--- src/hw/rtl/rnse_pkg.sv ---
// Shared types and constants for the RPN nibble stack evaluator.
// No dependencies; imported by every module of the block.
`default_nettype none

package rnse_pkg;

   localparam int CODE_W          = 4;
   localparam int RESULT_W        = 32;
   localparam int DEF_STACK_DEPTH = 8;
   localparam int DEF_VALUE_WIDTH = 32;

   localparam logic [CODE_W-1:0] CODE_DIGIT_MAX = 4'd9;
   localparam logic [CODE_W-1:0] CODE_ADD       = 4'd10;
   localparam logic [CODE_W-1:0] CODE_SUB       = 4'd11;
   localparam logic [CODE_W-1:0] CODE_MUL       = 4'd12;

   // Movement of the cell row for one transfer.
   typedef enum logic [1:0] {
      SHIFT_HOLD,
      SHIFT_DOWN,   // push: each cell takes its upper neighbor
      SHIFT_UP      // binary op: top takes the result, the rest close the gap
   } shift_type;

   typedef struct packed {
      logic      en;
      shift_type dir;
   } cell_ctrl_type;

endpackage

`default_nettype wire

--- src/hw/rtl/rpn_nibble_stack_evaluator_core.sv ---
// RPN nibble stack evaluator. Takes one 4-bit code per cycle while no result waits unaccepted:
// digits 0-9 push, 10/11/12 replace the top two entries b,a by b+a, b-a, b*a (wrapping), other
// codes and operators on fewer than two entries change nothing, and a push onto a full stack is
// dropped and remembered. The transfer marked with tlast ends the expression: its code is
// applied, then one result carries the new top (sign-extended or cut to 32 bits), an empty flag
// and the dropped-push flag, and the stack clears. The add/sub/mul on the top cell pair is
// combinational; the registered result appears in the cycle after the last transfer. The stack
// is a row of STACK_DEPTH cells that shift as a whole, so there is no clearing pass after reset.
`default_nettype none

module rpn_nibble_stack_evaluator_core
   import rnse_pkg::*;
#(
   parameter int STACK_DEPTH = DEF_STACK_DEPTH,
   parameter int VALUE_WIDTH = DEF_VALUE_WIDTH
) (
   input  wire logic          clock,
   input  wire logic          reset,
   input  wire logic          req_tvalid,
   output logic               req_tready,
   input  wire logic [7:0]    req_tdata,   // [3:0] code, [7:4] zero
   input  wire logic          req_tlast,
   output logic               rsp_tvalid,
   input  wire logic          rsp_tready,
   output logic [31:0]        rsp_tdata,   // [31:0] value
   output logic [1:0]         rsp_tuser    // [0] empty_res, [1] overflowed
);

   localparam int CNT_W = $clog2(STACK_DEPTH + 1);

   logic                   take;
   logic [CODE_W-1:0]      code;
   logic                   is_digit;
   logic                   is_op;
   logic                   push_ok;
   logic                   done;
   logic [VALUE_WIDTH-1:0] push_val;
   logic [VALUE_WIDTH-1:0] alu_res;
   logic [VALUE_WIDTH-1:0] top_next;
   logic [VALUE_WIDTH-1:0] cell_q [STACK_DEPTH];
   cell_ctrl_type          ctrl;

   logic [CNT_W-1:0]       count_ff, count_in, count_next;
   logic                   ovf_ff, ovf_in, ovf_next;
   logic                   rsp_valid_ff, rsp_valid_in;
   logic [RESULT_W-1:0]    rsp_value_ff, rsp_value_in;
   logic                   rsp_empty_ff, rsp_empty_in;
   logic                   rsp_ovf_ff, rsp_ovf_in;
   logic [RESULT_W-1:0]    top_ext;

   assign req_tready = !rsp_valid_ff || rsp_tready;
   assign take       = req_tvalid && req_tready;
   assign code       = req_tdata[CODE_W-1:0];
   assign done       = take && req_tlast;

   assign is_digit = (code <= CODE_DIGIT_MAX);
   assign is_op    = (code == CODE_ADD || code == CODE_SUB || code == CODE_MUL)
                     && (count_ff >= CNT_W'(2));
   assign push_ok  = (count_ff < CNT_W'(STACK_DEPTH));
   assign push_val = {{(VALUE_WIDTH-CODE_W){1'b0}}, code};

   always_comb begin
      ctrl.en  = take;
      ctrl.dir = SHIFT_HOLD;
      if (is_digit && push_ok) begin
         ctrl.dir = SHIFT_DOWN;
      end else if (is_op) begin
         ctrl.dir = SHIFT_UP;
      end
   end

   rnse_alu #(
      .VALUE_WIDTH (VALUE_WIDTH)
   ) u_alu (
      .code   (code),
      .a_val  (cell_q[0]),
      .b_val  (cell_q[1]),
      .result (alu_res)
   );

   // Top takes the pushed digit or op result; others shift one place; bottom holds on a pop.
   for (genvar i = 0; i < STACK_DEPTH; i++) begin : g_cell
      logic [VALUE_WIDTH-1:0] prev_val;
      logic [VALUE_WIDTH-1:0] next_val;
      if (i == 0) begin : g_top
         assign prev_val = push_val;
         assign next_val = alu_res;
      end else if (i == STACK_DEPTH - 1) begin : g_bottom
         assign prev_val = cell_q[i-1];
         assign next_val = cell_q[i];
      end else begin : g_mid
         assign prev_val = cell_q[i-1];
         assign next_val = cell_q[i+1];
      end
      rnse_cell #(
         .VALUE_WIDTH (VALUE_WIDTH)
      ) u_cell (
         .clock     (clock),
         .ctrl      (ctrl),
         .from_prev (prev_val),
         .from_next (next_val),
         .data_out  (cell_q[i])
      );
   end

   always_comb begin
      count_next = count_ff;
      top_next   = cell_q[0];
      if (is_digit && push_ok) begin
         count_next = count_ff + CNT_W'(1);
         top_next   = push_val;
      end else if (is_op) begin
         count_next = count_ff - CNT_W'(1);
         top_next   = alu_res;
      end
      ovf_next = ovf_ff || (is_digit && !push_ok);
   end

   if (VALUE_WIDTH >= RESULT_W) begin : g_cut
      assign top_ext = top_next[RESULT_W-1:0];
   end else begin : g_sext
      assign top_ext = {{(RESULT_W-VALUE_WIDTH){top_next[VALUE_WIDTH-1]}}, top_next};
   end

   always_comb begin
      count_in     = count_ff;
      ovf_in       = ovf_ff;
      rsp_valid_in = rsp_valid_ff && !rsp_tready;
      rsp_value_in = rsp_value_ff;
      rsp_empty_in = rsp_empty_ff;
      rsp_ovf_in   = rsp_ovf_ff;
      if (take) begin
         count_in = count_next;
         ovf_in   = ovf_next;
      end
      if (done) begin
         // Emit the result and clear the stack for the next expression.
         count_in     = '0;
         ovf_in       = 1'b0;
         rsp_valid_in = 1'b1;
         rsp_empty_in = (count_next == '0);
         rsp_value_in = (count_next == '0) ? '0 : top_ext;
         rsp_ovf_in   = ovf_next;
      end
   end

   always_ff @(posedge clock) begin
      if (reset) begin
         count_ff     <= '0;
         ovf_ff       <= 1'b0;
         rsp_valid_ff <= 1'b0;
      end else begin
         count_ff     <= count_in;
         ovf_ff       <= ovf_in;
         rsp_valid_ff <= rsp_valid_in;
      end
   end

   always_ff @(posedge clock) begin
      rsp_value_ff <= rsp_value_in;
      rsp_empty_ff <= rsp_empty_in;
      rsp_ovf_ff   <= rsp_ovf_in;
   end

   assign rsp_tvalid = rsp_valid_ff;
   assign rsp_tdata  = rsp_value_ff;
   assign rsp_tuser  = {rsp_ovf_ff, rsp_empty_ff};

`ifndef SYNTHESIS
   a_count_bounded: assert property (@(posedge clock) disable iff (reset)
      count_ff <= CNT_W'(STACK_DEPTH))
      else $error("stack count beyond depth");

   a_done_gives_result: assert property (@(posedge clock) disable iff (reset)
      done |=> rsp_valid_ff && count_ff == '0 && !ovf_ff)
      else $error("expression end did not emit and clear");

   a_drop_flagged: assert property (@(posedge clock) disable iff (reset)
      take && !req_tlast && is_digit && !push_ok |=> ovf_ff)
      else $error("dropped push not flagged");

   a_empty_value_zero: assert property (@(posedge clock) disable iff (reset)
      rsp_valid_ff && rsp_empty_ff |-> rsp_value_ff == '0)
      else $error("empty result with nonzero value");
`endif

endmodule

`default_nettype wire

--- src/hw/rtl/rnse_alu.sv ---
// Arithmetic unit for the top two stack entries: b+a, b-a, b*a, wrapping.
// Depends on rnse_pkg.
`default_nettype none

module rnse_alu
   import rnse_pkg::*;
#(
   parameter int VALUE_WIDTH = DEF_VALUE_WIDTH
) (
   input  wire logic [CODE_W-1:0]      code,
   input  wire logic [VALUE_WIDTH-1:0] a_val,
   input  wire logic [VALUE_WIDTH-1:0] b_val,
   output logic      [VALUE_WIDTH-1:0] result
);

   always_comb begin
      unique case (code)
         CODE_ADD: result = b_val + a_val;
         CODE_SUB: result = b_val - a_val;
         CODE_MUL: result = b_val * a_val;
         default:  result = b_val + a_val;
      endcase
   end

endmodule

`default_nettype wire

--- src/hw/rtl/rnse_cell.sv ---
// One stack entry of the shift-register stack.
// Depends on rnse_pkg for the cell control struct.
`default_nettype none

module rnse_cell
   import rnse_pkg::*;
#(
   parameter int VALUE_WIDTH = DEF_VALUE_WIDTH
) (
   input  wire logic                   clock,
   input  wire cell_ctrl_type          ctrl,
   input  wire logic [VALUE_WIDTH-1:0] from_prev,
   input  wire logic [VALUE_WIDTH-1:0] from_next,
   output logic      [VALUE_WIDTH-1:0] data_out
);

   logic [VALUE_WIDTH-1:0] data_ff;
   logic [VALUE_WIDTH-1:0] data_in;

   always_comb begin
      data_in = data_ff;
      if (ctrl.en) begin
         unique case (ctrl.dir)
            SHIFT_DOWN: data_in = from_prev;
            SHIFT_UP:   data_in = from_next;
            default:    data_in = data_ff;
         endcase
      end
   end

   always_ff @(posedge clock) begin
      data_ff <= data_in;
   end

   assign data_out = data_ff;

endmodule

`default_nettype wire
--- config.mk ---
export PLATFORM = sky130hd
export DESIGN_NAME = rpn_nibble_stack_evaluator_core
export DESIGN_NICKNAME = d
export VERILOG_FILES = /design/src/hw/rtl/rnse_pkg.sv /design/src/hw/rtl/rpn_nibble_stack_evaluator_core.sv /design/src/hw/rtl/rnse_alu.sv /design/src/hw/rtl/rnse_cell.sv
export SDC_FILE = /design/constraint.sdc
export NUM_CORES = 2
export LEC_CHECK = 0
export BUFFER_PORTS_ARGS = -buffer_cell sky130_fd_sc_hd__buf_2
export CAP_MARGIN = 20
export CORE_UTILIZATION = 59
export CTS_CLUSTER_DIAMETER = 80
export DETAILED_ROUTE_END_ITERATION = 16
export GPL_TIMING_DRIVEN = 0
export PLACE_DENSITY = 0.83
export REMOVE_ABC_BUFFERS = 1
export SETUP_SLACK_MARGIN = 0.2
export SKIP_LAST_GASP = 1
export SLEW_MARGIN = 5
export SYNTH_ARGS = -nofsm -noshare
export SYNTH_HDL_FRONTEND = slang
export SYNTH_SLANG_ARGS = --single-unit
--- constraint.sdc ---
create_clock -name clock -period 30.9 [get_ports clock]
set_input_delay 3.09 -clock clock [delete_from_list [all_inputs] [get_ports clock]]
set_output_delay 3.09 -clock clock [all_outputs]
set_load 0.03 [all_outputs]
After elaboration in Yosys (flattened, before gate mapping)
Cells that the tools add are included.
Storage, ports and cells
  flip-flop bits (word level): 296
  bits of input ports: 13
  output and inout bits: 36
  logic and storage cells: 62
Cells by class
  add/subtract/negate cells: 4
  multiply operators: 1
  magnitude comparators: 3
  eq/ne operators: 5
  mux-type cells: 15
  reduce and logical (&&, ||, !) cells: 19
Operators by type and width (number)
  $pmux W32 S2: 8
  $add A32 B32 Y32: 1
  $mul A32 B32 Y32: 1
  $mux W32: 1
  $sub A32 B32 Y32: 1
  $eq A4 B4 Y1 const B: 3
  $mux W4: 3
  $logic_and A1 B1 Y1: 6
  $add A4 B1 Y4 const B: 1
  $ge A4 B2 Y1 const B: 1
  $le A4 B4 Y1 const B: 1
  $logic_not A4 Y1: 1
  $logic_or A1 B1 Y1: 4
  $lt A4 B4 Y1 const B: 1
  $mux W2: 2
  $reduce_and A2 Y1: 2
  $reduce_or A2 Y1: 2
  $sub A4 B1 Y4 const B: 1
  $logic_not A1 Y1: 3
  $eq A2 B1 Y1 const B: 1
  $eq A2 B2 Y1 const B: 1
  $reduce_bool A2 Y1: 1
  $mux W1: 1

Logic depth before layout (Yosys ltp)
  depth in word-level cells: 9
  mapped depth: 26
  gate-level depth less buffers: 25

Modules after synthesis
From an unflattened synthesis, not the netlist that was laid out.
Second synthesis, totals
  cells, all modules: 2852
  area, all modules: 32504.9 µm²
By module, submodules not included
  rnse_alu: instances 1, cells an instance 2106, area each 18158.7 µm², sequential area each 0.0 µm²
  rnse_cell: instances 8, cells an instance 71, area each 1527.7 µm², sequential area each 960.9 µm²
  rpn_nibble_stack_evaluator_core: instances 1, cells an instance 178, area each 2124.5 µm², sequential area each 1141.1 µm²

Worst setup path before layout
Ideal clock, no wire load.
  path kind: input port to flip-flop
  start: in req_tdata[3]
  end: reg g_cell[0].u_cell.data_ff[0] (enable)
  library setup time: 0.816 ns
  arrival time: 13.225 ns
  data required time: 30.084 ns
  setup slack: 16.859 ns
  stages on the path: 6
  path buffers: 2
  path through: clkbuf_1 > o21ai_0 > nor2b_1 > buf_2 > nor2_1 > nor2_1
On the way
  cells in the longest elaborated chain, start to end: 9
  elaborated cells on any way between the ends: 14
  classes of those cells: order compare: 1; eq/ne: 5; mux: 2; reduce/logical: 6
Ends and longest elaborated chain
  from (decl): line rpn_nibble_stack_evaluator_core.sv:21  | input wire logic [7:0] req_tdata,
  $eq A4 B4 Y1: line rpn_nibble_stack_evaluator_core.sv:57  | assign is_op = (code == CODE_ADD || code == CODE_SUB || code == CODE_MUL)
  $logic_or A1 B1 Y1 (2 in a row): line rpn_nibble_stack_evaluator_core.sv:57
  $logic_and A1 B1 Y1: line rpn_nibble_stack_evaluator_core.sv:58  | && (count_ff >= CNT_W'(2));
  $mux W2: line rpn_nibble_stack_evaluator_core.sv:67  | end else if (is_op) begin
  $mux W2 (*): line rpn_nibble_stack_evaluator_core.sv:65  | if (is_digit && push_ok) begin
  $eq A2 B1 Y1 or $eq A2 B2 Y1 (tied branches)
  $reduce_bool A2 Y1 (no line) (*)
  $reduce_and A2 Y1 (no line) (*)
  to (signal assigned): line rnse_cell.sv:32  | data_ff <= data_in;
  to (decl): line rnse_cell.sv:17  | logic [VALUE_WIDTH-1:0] data_ff;
Mark *: on every way between the ends. The rest lies on a longest branch, timed or not.
A chain may end at the register's enable or synchronous reset.

Worst setup path after layout
  start: reg g_cell[0].u_cell.data_ff[7]
  end: reg rsp_value_ff[29], in the netlist rsp_tdata[29], data pin
On the way
  cells in the longest elaborated chain, start to end: 3
  elaborated cells on any way between the ends: 5
  classes of those cells: add/sub: 2; mul: 1; mux: 2
Ends and longest elaborated chain
  $mul A32 B32 Y32, or another cell as far along: line rnse_alu.sv:20  | CODE_MUL: result = b_val * a_val;
  $pmux W32 S2 (*): line rnse_alu.sv:17  | unique case (code)
  $mux W32 (*): line rpn_nibble_stack_evaluator_core.sv:112  | end else if (is_op) begin
  to (signal assigned): line rpn_nibble_stack_evaluator_core.sv:160  | rsp_value_ff <= rsp_value_in;
  to (decl): line rpn_nibble_stack_evaluator_core.sv:46  | logic [RESULT_W-1:0] rsp_value_ff, rsp_value_in;
Marks and branches as above.

==> impl_metrics.csv <==
group,metric,value,unit
worst_setup_path,cp_top_family,"adder cells",
floorplanning,die_w,228.4,um
worst_setup_path,r2r-start,"g_cell[0].u_cell.data_out[7]",
drt,wirelength,79460,um
place,dp.cells,3772,
floorplanning,coreArea,50380,um2
final_layout,antenna_cells,0,
cts,clk_latency,0.59,ns
place,routabilityCongestion,0.9366,
cts,cts-root-buf,"clkbuf_16",
drt,drt-initial-drc-count,1862,
worst_setup_path,endpoint_kind,"register",
final_layout,multi_input_area,19220,um2
sta,period_share,0.2717,
worst_setup_path,arrival,8.70,ns
drt,first_pass_iters,6,
worst_setup_path,cp_common_cell,"fa_1",
grt,antenna_found_initial,0,
floorplanning,rows,82,
worst_setup_path,crit_fanout,21,
worst_hold_path,worstHoldPathType,"register to register",
cts,path_clk_slew,0.07,ns
synthesis,yosysWarnings,0,
cts,hold_buffers,0,
grt,grt_pass1_wl,130100,um
grt,first_global_vias,24080,
sta,tns,0,ns
flow_run,maxCapViolCount,0,
sta,finalSetupViolCount,0,
synthesis,synth_edf_count,290,
cts,postCtsSetupBuffers,0,
worst_setup_path,critPathBufInv,5,
worst_setup_path,start_kind,"register",
final_layout,stdcell_count,3833,
worst_setup_path,cp_slowest_cell,"edfxtp_1",
sta,min_period,8.395,ns
worst_setup_path,path_class,"register to register",
floorplanning,die_area,52160,um2
place,io_buffers,44,
final_layout,final_cell_area,32790,um2
synthesis,synthFlopType,"edfxtp_1",
cts,tritoncts,"yes",
sta,hold_viol,0,
final_layout,fin_nets,3720,
synthesis,yosysSeqAreaShare,0.2920,
final_layout,layout_common_cells,"nand2_1 (827), fa_1 (409), inv_1 (408)",
worst_setup_path,cpPeakStageDelay,0.85,ns
worst_setup_path,critPathLaunch,"g_cell[0].u_cell.data_out[7]",
drt,vias_per_cell,5.891,
sta,fin_ws,22.51,ns
synthesis,syn_area,30240,um2
drt,remaining_drc_errors,0,
final_layout,nFillCells,3730,
floorplanning,start_util,0.6002,
final_layout,areaGrowthSynthToFinish,8.450,%
synthesis,synth.avg_cell_area,9.520,um2
cts,cts_buffers,29,
worst_hold_path,hp-start,"g_cell[6].u_cell.data_out[26]",
drt,routed-via-count,22580,
sta,rsz0062_at_grt,"no",
synthesis,synth-seq-cells,296,
final_layout,regArea,8828,um2
worst_setup_path,required,31.20,ns
sta,slew_headroom,0.2112,
grt,grt_max_degree,82,
place,place_ws,22.38,ns
grt,grt_use_total,0.3170,
final_layout,drive_above_1_share,0.05599,
status,outcome,"finished clean",
sta,timing.fmax,0.1191,GHz
final_layout,final_common_cell,"nand2_1",
worst_setup_path,path_cells,"buf_16 -> and2_1 -> fa_1 -> fa_1 -> fa_1 -> inv_1 -> fa_1 -> inv_1 -> fa_1 -> inv_1 -> fa_1 -> inv_1 -> fa_1 -> fa_1 -> ha_1 -> a21o_1 -> a21oi_1 -> o21ai_0 -> a221o_1 -> a31oi_1 -> nand2b_1 -> o311ai_0 -> a31oi_1 -> a21oi_1",
grt,grt_overflow,0,
synthesis,syn_inst,3176,
floorplanning,boundaryPins,49,
cts,clock_sinks,296,
sta,slew_violations,0,
floorplanning,die_h,228.4,um
synthesis,ys_types,76,
cts,htree_levels,1,
drt,ant_nets,0,
place,place_area,31670,um2
cts,clk_path_buf_depth,3,
cts,cts_resized,0,
place,dp_hpwl,59050,um
synthesis,async_flop_share,0,
sta,skew,0.02272,ns
sta,max_slew.worst_pin.slew,1.183,ns
drt,avgRoutedWirePerCell,20.73,um
==> path summary, 6_finish.rpt <==
kind                            cells past startpoint  slack, ns                       endpoint
worst min register to register                      0       0.45  g_cell[7].u_cell.data_out[26]
worst max register to register                     24      22.51                  rsp_tdata[29]
worst min-delay path                                0       0.45  g_cell[7].u_cell.data_out[26]
worst max-delay path                               24      22.51                  rsp_tdata[29]
==> synthesized netlist by cell type (all sizes together) (16+ instances only) <==
cell type	n	area share
and2	312	0.065
xnor2	96	0.028
nand2	827	0.10
buf	21	0.0034
a31oi	16	0.0035
a21oi	92	0.015
nor2	74	0.0092
clkbuf	152	0.019
xor2	36	0.010
edfxtp	290	0.29
a21o	38	0.0094
fa	409	0.27
inv	409	0.051
ha	159	0.066
o21ai	54	0.0091
==> logic make-up (layout without fill, tap and decap cells) <==
| logic type | after synthesis | in the layout | share of synthesized area |
|---|---|---|---|
| AOI/OAI and AO/OA | 289 | 289 | 0.06157 |
| and+or+nand+nor | 1302 | 1302 | 0.1959 |
| buffers and inverters | 583 | 568 | 0.07320 |
| adders and majority gates | 568 | 568 | 0.3366 |
| muxes | 5 | 5 | 0.001738 |
| DFF | 296 | 296 | 0.2920 |
| xor gates and xnor gates | 133 | 133 | 0.03898 |
==> sequential cells by signal, summed over array words and instances (netlist names) <==
register	flops
rsp_ovf_ff	1
rsp_empty_ff	1
g_cell.u_cell.data_out	256
count_ff	4
rsp_tdata	32
rsp_tvalid	1
ovf_ff	1
==> layout make-up <==
type	count	share of cell area
well taps	672	0.02564
repair buffers	105	0.04273
flip-flops and latches	296	0.2692
clock buffers	31	0.02236
multi-input cells	2297	0.5861
inverters	410	0.04693
clock inverters	22	0.006983
==> metrics by stage <==
step | util | hold slack, ns
floorplan | - | 0.4262
global placement | 0.6079 | 0.4313
detailed placement | 0.6287 | 0.4425
CTS | 0.6478 | 0.4547
global route | 0.6509 | 0.4684
finish | 0.6509 | 0.4541
==> metal layers <==
metal	wire length (um)	part of all wire	global-route usage	vias to the layer above
li1	-	-	-	9864
met1	31120	0.39	0.4246	11220
met2	37130	0.47	0.5115	1235
met3	7297	0.092	0.04878	259
met4	3910	0.049	0.1462	0
met5	0	0	0	-
Power is not shown: default switching activity piles up to over one toggle a cycle in this logic, so the estimate is an artifact.
